[src/sync_word_frame_deframer_defines.svh]
// Assertion macros for the sync word frame deframer.
`ifndef SYNC_WORD_FRAME_DEFRAMER_DEFINES_SVH
`define SYNC_WORD_FRAME_DEFRAMER_DEFINES_SVH

// The consequent must hold in the same cycle as the antecedent.
`define SWFD_CHECK_NOW(label, ante, cons, msg) \
    label: assert property (@(posedge clk) disable iff (!rst_n) (ante) |-> (cons)) \
        else $error(msg);

// The consequent must hold in the cycle after the antecedent.
`define SWFD_CHECK_NEXT(label, ante, cons, msg) \
    label: assert property (@(posedge clk) disable iff (!rst_n) (ante) |=> (cons)) \
        else $error(msg);

`endif

[src/swfd_pkg.sv]
// Shared types and constants of the sync word frame deframer.
package swfd_pkg;

    localparam int unsigned BYTE_W   = 8;
    localparam int unsigned WORD_W   = 16;
    localparam int unsigned COUNT_W  = 11;
    localparam int unsigned LIMIT_W  = 13;
    localparam int unsigned SKIP_W   = 12;
    localparam int unsigned RATE_W   = 3;
    localparam int unsigned KIND_W   = 3;
    localparam int unsigned CFG_IDX_W = 2;

    localparam logic [WORD_W-1:0]  SYNC_RESET  = 16'd33279;
    localparam logic [LIMIT_W-1:0] LIMIT_RESET = 13'd512;
    localparam logic [LIMIT_W-1:0] LIMIT_MIN   = 13'd12;
    localparam logic [LIMIT_W-1:0] LIMIT_MAX   = 13'd4096;
    localparam logic [COUNT_W-1:0] COUNT_MAX   = 11'd2047;
    localparam logic [LIMIT_W-1:0] HEADER_BYTES = 13'd10;
    localparam logic [LIMIT_W-1:0] CHECK_BYTES  = 13'd2;
    localparam logic [RATE_W-1:0]  RATE_RESET  = 3'd2;
    localparam logic [RATE_W-1:0]  RATE_LAST   = 3'd4;

    typedef enum logic [CFG_IDX_W-1:0] {
        CFG_SYNC_WORD = 2'd0,
        CFG_MAX_BYTES = 2'd1
    } cfg_index_t;

    typedef enum logic [KIND_W-1:0] {
        KIND_DATA       = 3'd0,
        KIND_FRAME_OK   = 3'd1,
        KIND_HEADER_ERR = 3'd2,
        KIND_DATA_ERR   = 3'd3,
        KIND_RESPONSE   = 3'd4,
        KIND_BAUD_STEP  = 3'd5,
        KIND_LENGTH_ERR = 3'd6
    } kind_t;

    typedef enum logic [2:0] {
        PH_HUNT   = 3'b001,
        PH_HEADER = 3'b010,
        PH_DATA   = 3'b100
    } phase_t;

    typedef struct packed {
        logic [WORD_W-1:0]  sync_word;
        logic [LIMIT_W-1:0] limit;
    } cfg_t;

    typedef struct packed {
        kind_t              kind;
        logic [WORD_W-1:0]  word_value;
        logic [WORD_W-1:0]  message_id;
        logic [COUNT_W-1:0] data_word_count;
        logic [RATE_W-1:0]  baud_code;
    } result_t;

endpackage

[src/swfd_cfg.sv]
// Configuration registers with the frame length limit clamped on write.
module swfd_cfg
    import swfd_pkg::*;
(
    input  logic                 clk,
    input  logic                 rst_n,
    input  logic                 cfg_valid,
    output logic                 cfg_ready,
    input  logic [CFG_IDX_W-1:0] cfg_index,
    input  logic [WORD_W-1:0]    cfg_data,
    output cfg_t                 cfg
);

    logic [WORD_W-1:0]  sync_reg;
    logic [WORD_W-1:0]  sync_next;
    logic [LIMIT_W-1:0] limit_reg;
    logic [LIMIT_W-1:0] limit_next;
    logic [LIMIT_W-1:0] limit_clamped;

    assign cfg_ready = 1'b1;

    always_comb
    begin
        limit_clamped = cfg_data[LIMIT_W-1:0];
        if (limit_clamped < LIMIT_MIN)
        begin
            limit_clamped = LIMIT_MIN;
        end
        else if (limit_clamped > LIMIT_MAX)
        begin
            limit_clamped = LIMIT_MAX;
        end
    end

    always_comb
    begin
        sync_next  = sync_reg;
        limit_next = limit_reg;
        if (cfg_valid)
        begin
            unique case (cfg_index)
                CFG_SYNC_WORD: sync_next  = cfg_data;
                CFG_MAX_BYTES: limit_next = limit_clamped;
                default:       ;
            endcase
        end
    end

    always_ff @(posedge clk or negedge rst_n)
    begin
        if (!rst_n)
        begin
            sync_reg  <= SYNC_RESET;
            limit_reg <= LIMIT_RESET;
        end
        else
        begin
            sync_reg  <= sync_next;
            limit_reg <= limit_next;
        end
    end

    assign cfg.sync_word = sync_reg;
    assign cfg.limit     = limit_reg;

endmodule

[src/swfd_core.sv]
// Framing state and the per-byte next-state and result logic.
module swfd_core
    import swfd_pkg::*;
(
    input  logic              clk,
    input  logic              rst_n,
    input  logic              step,
    input  logic [BYTE_W-1:0] rx_byte,
    input  cfg_t              cfg,
    output logic              res_valid,
    output result_t           res
);

    phase_t             phase_reg, phase_next;
    logic [BYTE_W-1:0]  prev_reg, prev_next;
    logic               have_prev_reg, have_prev_next;
    logic               low_pend_reg, low_pend_next;
    logic [COUNT_W-1:0] pos_reg, pos_next;
    logic [WORD_W-1:0]  sum_reg, sum_next;
    logic [WORD_W-1:0]  id_reg, id_next;
    logic [COUNT_W-1:0] count_reg, count_next;
    logic [WORD_W-1:0]  flags_reg, flags_next;
    logic [SKIP_W-1:0]  skip_reg, skip_next;
    logic [RATE_W-1:0]  rate_reg, rate_next;

    logic [WORD_W-1:0]  word;
    logic [WORD_W-1:0]  sum_add;
    logic [LIMIT_W-1:0] skip_inc;
    logic [LIMIT_W-1:0] total;

    assign word     = {rx_byte, prev_reg};
    assign sum_add  = sum_reg + word;
    assign skip_inc = {1'b0, skip_reg} + 13'd1;
    assign total    = HEADER_BYTES + {1'b0, count_reg, 1'b0}
                      + ((count_reg != '0) ? CHECK_BYTES : '0);

    always_comb
    begin
        phase_next     = phase_reg;
        prev_next      = prev_reg;
        have_prev_next = have_prev_reg;
        low_pend_next  = low_pend_reg;
        pos_next       = pos_reg;
        sum_next       = sum_reg;
        id_next        = id_reg;
        count_next     = count_reg;
        flags_next     = flags_reg;
        skip_next      = skip_reg;
        rate_next      = rate_reg;
        res_valid      = 1'b0;
        res            = '0;

        unique case (phase_reg)
            PH_HEADER, PH_DATA:
            begin
                if (!low_pend_reg)
                begin
                    prev_next     = rx_byte;
                    low_pend_next = 1'b1;
                end
                else
                begin
                    low_pend_next = 1'b0;
                    sum_next      = sum_add;
                    if (phase_reg == PH_HEADER)
                    begin
                        pos_next = pos_reg + 11'd1;
                        priority if (pos_reg == 11'd1)
                        begin
                            id_next = word;
                        end
                        else if (pos_reg == 11'd2)
                        begin
                            count_next = (word > {5'd0, COUNT_MAX}) ? COUNT_MAX
                                                                    : word[COUNT_W-1:0];
                        end
                        else if (pos_reg == 11'd3)
                        begin
                            flags_next = word;
                        end
                        else
                        begin
                            res.message_id      = id_reg;
                            res.data_word_count = count_reg;
                            phase_next          = PH_HUNT;
                            have_prev_next      = 1'b0;
                            pos_next            = '0;
                            sum_next            = '0;
                            priority if (sum_add != '0)
                            begin
                                res_valid = 1'b1;
                                res.kind  = KIND_HEADER_ERR;
                            end
                            else if (total > cfg.limit)
                            begin
                                res_valid = 1'b1;
                                res.kind  = KIND_LENGTH_ERR;
                            end
                            else if (count_reg == '0)
                            begin
                                res_valid      = 1'b1;
                                res.kind       = KIND_RESPONSE;
                                res.word_value = flags_reg;
                            end
                            else
                            begin
                                phase_next = PH_DATA;
                            end
                        end
                    end
                    else
                    begin
                        res_valid           = 1'b1;
                        res.message_id      = id_reg;
                        res.data_word_count = count_reg;
                        if (pos_reg < count_reg)
                        begin
                            pos_next       = pos_reg + 11'd1;
                            res.kind       = KIND_DATA;
                            res.word_value = word;
                        end
                        else
                        begin
                            res.kind       = (sum_add == '0) ? KIND_FRAME_OK : KIND_DATA_ERR;
                            phase_next     = PH_HUNT;
                            have_prev_next = 1'b0;
                            pos_next       = '0;
                            sum_next       = '0;
                        end
                    end
                end
            end
            default:
            begin
                prev_next = rx_byte;
                if (!have_prev_reg)
                begin
                    have_prev_next = 1'b1;
                end
                else if (word == cfg.sync_word)
                begin
                    prev_next      = prev_reg;
                    phase_next     = PH_HEADER;
                    have_prev_next = 1'b0;
                    low_pend_next  = 1'b0;
                    pos_next       = 11'd1;
                    sum_next       = word;
                    skip_next      = '0;
                end
                else if (skip_inc >= cfg.limit)
                begin
                    skip_next = '0;
                    rate_next = (rate_reg < RATE_LAST) ? rate_reg + 3'd1 : '0;
                    res_valid = 1'b1;
                    res.kind  = KIND_BAUD_STEP;
                end
                else
                begin
                    skip_next = skip_inc[SKIP_W-1:0];
                end
            end
        endcase

        res.baud_code = rate_next;
    end

    always_ff @(posedge clk or negedge rst_n)
    begin
        if (!rst_n)
        begin
            phase_reg     <= PH_HUNT;
            prev_reg      <= '0;
            have_prev_reg <= 1'b0;
            low_pend_reg  <= 1'b0;
            pos_reg       <= '0;
            sum_reg       <= '0;
            id_reg        <= '0;
            count_reg     <= '0;
            flags_reg     <= '0;
            skip_reg      <= '0;
            rate_reg      <= RATE_RESET;
        end
        else if (step)
        begin
            phase_reg     <= phase_next;
            prev_reg      <= prev_next;
            have_prev_reg <= have_prev_next;
            low_pend_reg  <= low_pend_next;
            pos_reg       <= pos_next;
            sum_reg       <= sum_next;
            id_reg        <= id_next;
            count_reg     <= count_next;
            flags_reg     <= flags_next;
            skip_reg      <= skip_next;
            rate_reg      <= rate_next;
        end
    end

endmodule

[src/sync_word_frame_deframer.sv]
// Top level of the sync word frame deframer: input register, core and result register.
//
//   Channel  Signals                                    Direction
//   in       in_valid, in_ready, rx_byte                into the block
//   out      out_valid, out_ready, kind, word_value,    out of the block
//            message_id, data_word_count, baud_code
//   cfg      cfg_valid, cfg_ready, cfg_index, cfg_data  into the block
//
// One byte beat is accepted every cycle while results are taken.
// A byte passes the input register and the framing logic into the result register.
// Reset is asynchronous and needs no clearing pass; configuration is always ready.
// A stalled result holds one byte in the input register and then drops in_ready.
module sync_word_frame_deframer
    import swfd_pkg::*;
(
    input  logic                 clk,
    input  logic                 rst_n,
    input  logic                 cfg_valid,
    output logic                 cfg_ready,
    input  logic [CFG_IDX_W-1:0] cfg_index,
    input  logic [WORD_W-1:0]    cfg_data,
    input  logic                 in_valid,
    output logic                 in_ready,
    input  logic [BYTE_W-1:0]    rx_byte,
    output logic                 out_valid,
    input  logic                 out_ready,
    output logic [KIND_W-1:0]    kind,
    output logic [WORD_W-1:0]    word_value,
    output logic [WORD_W-1:0]    message_id,
    output logic [COUNT_W-1:0]   data_word_count,
    output logic [RATE_W-1:0]    baud_code
);

`include "sync_word_frame_deframer_defines.svh"

    cfg_t              cfg;
    logic              in_valid_reg, in_valid_next;
    logic [BYTE_W-1:0] in_byte_reg;
    logic              out_valid_reg, out_valid_next;
    result_t           out_reg;
    logic              step;
    logic              res_valid;
    result_t           res;

    swfd_cfg u_cfg (
        .clk       (clk),
        .rst_n     (rst_n),
        .cfg_valid (cfg_valid),
        .cfg_ready (cfg_ready),
        .cfg_index (cfg_index),
        .cfg_data  (cfg_data),
        .cfg       (cfg)
    );

    swfd_core u_core (
        .clk       (clk),
        .rst_n     (rst_n),
        .step      (step),
        .rx_byte   (in_byte_reg),
        .cfg       (cfg),
        .res_valid (res_valid),
        .res       (res)
    );

    assign step     = in_valid_reg && (!out_valid_reg || out_ready);
    assign in_ready = !in_valid_reg || step;

    always_comb
    begin
        in_valid_next = in_valid_reg;
        if (in_valid && in_ready)
        begin
            in_valid_next = 1'b1;
        end
        else if (step)
        begin
            in_valid_next = 1'b0;
        end

        out_valid_next = out_valid_reg;
        if (step)
        begin
            out_valid_next = res_valid;
        end
        else if (out_ready)
        begin
            out_valid_next = 1'b0;
        end
    end

    always_ff @(posedge clk or negedge rst_n)
    begin
        if (!rst_n)
        begin
            in_valid_reg  <= 1'b0;
            out_valid_reg <= 1'b0;
        end
        else
        begin
            in_valid_reg  <= in_valid_next;
            out_valid_reg <= out_valid_next;
        end
    end

    always_ff @(posedge clk)
    begin
        if (in_valid && in_ready)
        begin
            in_byte_reg <= rx_byte;
        end
        if (step && res_valid)
        begin
            out_reg <= res;
        end
    end

    assign out_valid       = out_valid_reg;
    assign kind            = out_reg.kind;
    assign word_value      = out_reg.word_value;
    assign message_id      = out_reg.message_id;
    assign data_word_count = out_reg.data_word_count;
    assign baud_code       = out_reg.baud_code;

    `SWFD_CHECK_NOW(a_stall_cause, !in_ready, in_valid_reg && out_valid_reg && !out_ready, "in_ready low without a stalled result")
    `SWFD_CHECK_NEXT(a_result_shown, step && res_valid, out_valid, "computed result not presented")
    `SWFD_CHECK_NOW(a_data_count, out_valid && (kind == KIND_DATA), data_word_count != '0, "data word with zero declared count")
    `SWFD_CHECK_NOW(a_baud_fields, out_valid && (kind == KIND_BAUD_STEP), (word_value == '0) && (message_id == '0) && (data_word_count == '0), "baud step carries frame fields")

endmodule

[config.mk]
export PLATFORM = sky130hd
export DESIGN_NAME = sync_word_frame_deframer
export DESIGN_NICKNAME = d
export VERILOG_FILES = /design/src/swfd_pkg.sv /design/src/swfd_cfg.sv /design/src/swfd_core.sv /design/src/sync_word_frame_deframer.sv
export VERILOG_INCLUDE_DIRS = /design/src /design/src/src
export SDC_FILE = /design/constraint.sdc
export NUM_CORES = 1
export LEC_CHECK = 0
export BUFFER_PORTS_ARGS = -buffer_cell sky130_fd_sc_hd__buf_2
export CAP_MARGIN = 5
export CORE_MARGIN = 1.5
export CORE_UTILIZATION = 30
export DETAILED_ROUTE_END_ITERATION = 10
export GPL_TIMING_DRIVEN = 1
export PLACE_DENSITY = 0.49
export SETUP_SLACK_MARGIN = 0.3
export SYNTH_ARGS = -nofsm -noshare
export SYNTH_HDL_FRONTEND = slang
export SYNTH_SLANG_ARGS = --single-unit
[constraint.sdc]
create_clock -name clk -period 9 [get_ports clk]
set_input_delay 0 -clock clk [delete_from_list [all_inputs] [get_ports clk]]
set_output_delay 0 -clock clk [all_outputs]
set_load 0.02 [all_outputs]
# Word-level counts from Yosys, hierarchy flattened

Index checks and enable logic that the tools add are counted.

Register bits after elaboration: 186
Latch bits: 0
RAM bits: 0
Memory bits (read-only): 0
Input port bits: 31
Memories kept: 0

Add/sub/neg operators: 6
Multipliers: 0
Div/mod/pow operators: 0
Order comparisons: 7
Equality and inequality tests: 14
Shift-type cells: 0
Mux-type cells: 91
Bitwise gates (word level): 3
Reductions and logical operators: 29

Operators by type and width:

| kind                    | number |
|---|---|
| $mux W46                | 5 |
| $mux W16                | 12 |
| $mux W11                | 10 |
| $mux W3                 | 24 |
| $mux W8                 | 4 |
| $mux W1                 | 29 |
| $mux W13                | 2 |
| $mux W12                | 2 |
| $eq A11 B2 Y1 const B   | 2 |
| $mux W19                | 1 |
| $add A16 B16 Y16        | 1 |
| $eq A16 B16 Y1          | 1 |
| $gt A16 B11 Y1 const B  | 1 |
| $logic_not A16 Y1       | 1 |
| $reduce_bool A16 Y1     | 1 |
| $add A12 B1 Y13 const B | 1 |
| $add A13 B13 Y13        | 1 |
| $add A4 B12 Y13 const A | 1 |
| $ge A13 B13 Y1          | 1 |
| $gt A13 B13 Y1          | 1 |
| $gt A13 B13 Y1 const B  | 1 |
| $lt A13 B4 Y1 const B   | 1 |
| $ne A3 B3 Y1 const B    | 4 |
| $reduce_and A6 Y1       | 2 |
| other kinds (27)        | 41 |

# Logic depth before layout (Yosys ltp)

Depth after elaboration: 13
Depth in mapped cells: 23
Mapped depth without buffers: 22

# By module

Synthesis repeated with hierarchy kept, for this count alone.

Cell total of the unflattened synthesis: 923
Area, all modules: 10077.2 um^2

Modules (own cells, without submodules):

| module                   | instances | cells an instance | area an instance (um^2) | seq. area each (um^2) |
|---|---|---|---|---|
| swfd_core                | 1         | 761               | 7025.5                  | 2454.9 |
| sync_word_frame_deframer | 1         | 67                | 1823.0                  | 1761.7 |
| swfd_cfg                 | 1         | 95                | 1228.7                  | 739.5 |

# Worst setup path after synthesis

OpenSTA, ideal clock, no wires.

Path type: flip-flop to flip-flop
Start: register u_core.count_reg[2]
End: register out_reg, in the netlist baud_code[0], enable pin
Library setup time: 0.466 ns
Arrival: 5.519 ns
Slack: 3.015 ns
Cell stages (with the launch flop): 23
Path buffers: 0
Period minus slack after synthesis: 5.985 ns
Path through: dfrtp_1 inv_1 ha_1 nor4b_1 nand4_1 inv_1 ha_1 inv_1 ha_1 ha_1 a21oi_1 nor2_1 nand3_1 xnor2_1 ha_1 nand4_1 nor3_1 o31ai_1 a31o_2 nand2_1 nor2_1 and4_1 o21bai_1

Cells in the longest elaborated chain, start to end: 13
Elaborated cells between the ends (all ways): 16
Those cells by class: 2 x add/sub; 1 x order compare; 10 x mux; 3 x reduce/logical

RTL lines:

| what                                                    | line                            | source |
|---|---|---|
| from (decl)                                             | swfd_core.sv:21                 | `logic [COUNT_W-1:0] count_reg, count_next;` |
| from (signal assigned)                                  | swfd_core.sv:192                | `count_reg <= count_next;` |
| branches (longest 4 deep; another with $add A4 B12 Y13) | -                               |  |
| $mux W1 (*)                                             | swfd_core.sv:94                 | `else if (total > cfg.limit)` |
| $mux W1 (*)                                             | swfd_core.sv:89                 | `priority if (sum_add != '0)` |
| $mux W1 (*)                                             | swfd_core.sv:77                 | `else if (pos_reg == 11'd3)` |
| $mux W1 (*)                                             | swfd_core.sv:72                 | `else if (pos_reg == 11'd2)` |
| $mux W1 (*)                                             | swfd_core.sv:68                 | `priority if (pos_reg == 11'd1)` |
| $mux W1 (*)                                             | swfd_core.sv:65                 | `if (phase_reg == PH_HEADER)` |
| $mux W1 (*)                                             | swfd_core.sv:56                 | `if (!low_pend_reg)` |
| $mux W1 (*)                                             | swfd_core.sv:53                 | `unique case (phase_reg)` |
| $logic_and A1 B1 Y1 (*)                                 | sync_word_frame_deframer.sv:111 | `if (step && res_valid)` |
| to (signal assigned)                                    | sync_word_frame_deframer.sv:113 | `out_reg <= res;` |
| to (decl)                                               | sync_word_frame_deframer.sv:40  | `result_t out_reg;` |

Every way passes the cells marked *.
A chain may end at the register's enable or synchronous reset.

# Final worst setup path

Start: register u_core.count_reg[2]
End: register out_reg, in the netlist data_word_count[2], enable pin

Same word-level chain as after synthesis.

==> impl_metrics.csv <==
group,metric,value,unit
run_status,status,"completed",
global_routing,grt_overflow,0,
logic_synthesis,synth_seq_cells,186,
pwr,p_per_area,319.5,mW/mm^2
drt,drtAntennaViolNets,0,
timing,hold_slack,0.03132,ns
run,cap_violations,0,
worst_setup_path,cp.arrival,4.87,ns
timing,slew_violations,0,
final_layout,area_growth,18.09,%
timing,post-route-min-period,4.809,ns
die,dieArea,0.03419,sq mm
logic_synthesis,synth.area.top_cells,"dfrtp_1, edfxtp_1, ha_1",
final_layout,n_fill_cell,3318,
logic_synthesis,synthesis.nets,999,
worst_setup_path,critPathRequiredTime,9.06,ns
logic_synthesis,ys.warnings.count,0,
timing,rsz0062_at_grt,"false",
clock_tree,htreeDepth,4,
drt,wl,25560,um
timing,relSlewSlack,31.62,%
clock_tree,cts_root_buf,"clkbuf_16",
min_path,hold_path_depth,3,
clock_tree,post_cts_buffers,0,
logic_synthesis,ys_seq_area_share,49.93,%
clock_tree,cts.sinks,186,
worst_setup_path,cp_max_fo,49,
die,core_area,0.03254,sq mm
timing,hold_violations,0,
timing,finClkSkew,0.01206,ns
logic_synthesis,yosysTopAreaCellShare,29.24,%
clock_tree,cts_resized,0,
drt,routed_via_density,4.972,
logic_synthesis,synth.avg_cell_area,10.96,sq um
pwr,ir_worst_vdd,0.1472,mV
min_path,min_path_type,"in2reg",
placement,place_hpwl,18060,um
die,die_width,184.9,um
logic_synthesis,yosys.area.top_type,"dfrtp_1",
global_routing,first_global_vias,7173,
timing,setup_viol,0,
worst_setup_path,start_kind,"register",
clock_tree,cts_tree,"built",
logic_synthesis,synth_area,0.009926,sq mm
drt,drtPass1Iterations,5,
worst_setup_path,path_class,"reg2reg",
logic_synthesis,synthArstFlopShare,69.35,%
clock_tree,clock_latency,0.43,ns
timing,max_freq,208.0,MHz
timing,worstMarginPinSlew,1.022,ns
final_layout,diodes,0,
worst_setup_path,r2r_cells,23,
placement,port_buffers,81,
logic_synthesis,synthDistinctLibCells,70,
die,num_io_pins,83,
final_layout,final_layout_size_suffix_gt1_share,19.02,%
global_routing,grt_start_max_net_pins,70,
timing,tns,0,ns
clock_tree,clk_path_buf_depth,2,
clock_tree,clkTransAtPathRegs,0.07,ns
global_routing,grt_usage,15.55,%
die,die_height,184.9,um
pwr,power_leakage,4.997,nW
clock_tree,cts_hold_buf,31,
logic_synthesis,synth-edff-count,57,
global_routing,antenna_found_initial,0,
global_routing,grt_first_pass_wirelength,40510,um
drt,wl_per_cell,17.48,um
clock_tree,cts-buffers-inserted,17,
worst_setup_path,crit_path_end_kind,"register",
placement,place_congestion,0.8201,
timing,worst_slack,4.191,ns
final_layout,post-route-util,36.03,%
placement,post-place-ws,4.194,ns
die,start_util,30.51,%
die,rows,66,
logic_synthesis,ys.flop_type,"dfrtp_1",
drt,drc,0,
drt,num_vias,7269,
drt,drt-initial-drc-count,476,
timing,min_period_over_period,53.43,%
final_layout,final_nets,1100,
logic_synthesis,syn_inst,906,
==> critical path, stage by stage (launching register included) <==
cell      delay, ns
dfrtp_1        0.39
inv_1          0.18
ha_1           0.19
nor4b_1        0.22
nand4_1        0.19
inv_1          0.10
ha_1           0.13
inv_1          0.04
ha_1           0.19
ha_1           0.21
a21oi_1        0.24
nor2_1         0.10
nand3_1        0.11
xnor2_1        0.08
ha_1           0.30
nand4_1        0.14
nor3_1         0.22
o31ai_1        0.10
a31o_2         0.24
nand2_1        0.12
nor2_1         0.06
and4_1         0.19
o21bai_4       0.11
buf_4          0.54
==> kinds of logic after synthesis <==
| family | Yosys count | synth area share, % |
|---|---|---|
| adders and majority gates | 62 | 7.891 |
| muxes | 64 | 7.248 |
| buffers and inverters | 79 | 3.277 |
| AOI/OAI and AO/OA | 221 | 14.60 |
| xor gates and xnor gates | 47 | 4.223 |
| DFF | 186 | 49.93 |
| other | 1 | 0.03778 |
| and+or+nand+nor | 246 | 12.79 |
==> Yosys cell counts (3+ instances only) <==
library cell	n
dfrtp_1	116
ha_1	61
edfxtp_1	57
a21oi_1	56
mux2_2	50
nand2_1	50
nor2_1	50
o21ai_0	42
inv_1	41
clkbuf_1	27
nor3_1	26
xor2_1	24
nand3_1	23
xnor2_1	22
and2_1	20
a22o_1	16
a31oi_1	16
nand2b_1	16
dfstp_2	13
mux2_1	13
and3_1	12
a22oi_1	10
nor2b_1	10
a21o_1	9
a32o_1	9
nand4_1	9
nor4_1	9
o21a_1	9
o21ai_1	8
o22ai_1	8
o31ai_1	7
buf_2	5
a211oi_1	4
and4_1	4
nor3b_1	4
o211ai_1	3
o21bai_1	3
==> layout by cell type (no fill, tap or decap), drive strengths merged, types with 3 or more instances in the layout <==
| cell | Yosys | routed |
|---|---|---|
| bufinv | 0 | 3 |
| and2 | 21 | 21 |
| nor3b | 4 | 4 |
| dlygate4sd3 | 0 | 31 |
| nor4 | 10 | 10 |
| clkbuf | 27 | 20 |
| clkinv | 0 | 3 |
| nand3 | 23 | 23 |
| inv | 41 | 46 |
| a211oi | 4 | 4 |
| a22o | 16 | 16 |
| dfstp | 13 | 13 |
| nor2b | 10 | 10 |
| xor2 | 25 | 25 |
| o31ai | 7 | 7 |
| and4 | 5 | 5 |
| o22ai | 8 | 8 |
| o21bai | 3 | 3 |
| a22oi | 10 | 10 |
| nand4 | 9 | 9 |
| nand2b | 16 | 16 |
| nor2 | 50 | 50 |
| a31oi | 16 | 16 |
| mux2 | 63 | 63 |
| o21ai | 50 | 50 |
| xnor2 | 22 | 22 |
| a21o | 9 | 9 |
| ha | 61 | 61 |
| nand2 | 50 | 50 |
| and3 | 12 | 12 |
| buf | 11 | 89 |
| dfrtp | 116 | 116 |
| nor3 | 26 | 26 |
| a32o | 9 | 9 |
| a21oi | 57 | 57 |
| edfxtp | 57 | 57 |
| o21a | 9 | 9 |
| o211ai | 3 | 3 |
==> report_power, final <==
part | internal [mW] | switching, mW
Combinational | 0.645 | 0.948
Sequential | 1.14 | 0.229
Clock | 0.449 | 0.332
Total | 2.24 | 1.51
==> metrics by stage <==
stage          power (mW)  cell area, sq um  cells
2_1_floorplan       2.516              9926    906
3_3_place_gp        2.958             10810   1399
3_5_place_dp        2.976             10810   1399
4_1_cts             3.783             11720   1462
5_1_grt             4.040             11720   1462
6_report            3.745             11720   1462
==> metal layers <==
layer / GRT usage [%] / share of wire, % / routed length (um)
met4: 4.715 / 1.9 / 478
met1: 21.02 / 47 / 12020
met2: 25.47 / 48 / 12300
met5: 0 / 0 / 0
met3: 2.536 / 3.0 / 760
==> area by class of cell <==
cell class	count	area [sq um]	area share, %
flip-flops and latches	186	4956	42.28
multi-input cells	641	4671	39.85
repair buffers	120	782.0	6.672
well taps	442	553.0	4.718
clock buffers	20	446.7	3.811
clock inverters	12	158.9	1.356
inverters	41	153.9	1.313
==> path summary, 6_finish.rpt <==
check                                                      from                               end  slack [ns]
worst max-delay path            u_core.count_reg[2]$_DFFE_PN0P_  data_word_count[2]$_SDFFCE_PN0P_        4.19
worst min register to register    u_core.id_reg[15]$_DFFE_PN0P_     u_core.id_reg[15]$_DFFE_PN0P_        0.48
max in group asynchronous                                 rst_n   u_core.count_reg[7]$_DFFE_PN0P_        7.51
worst min-delay path                               cfg_index[0]    u_cfg.limit_reg[3]$_DFFE_PN0P_        0.03
min in group asynchronous                                 rst_n    u_cfg.limit_reg[3]$_DFFE_PN0P_        0.17
worst max register to register  u_core.count_reg[2]$_DFFE_PN0P_  data_word_count[2]$_SDFFCE_PN0P_        4.19
No activity file was read; power rests on OpenSTA's default activity.
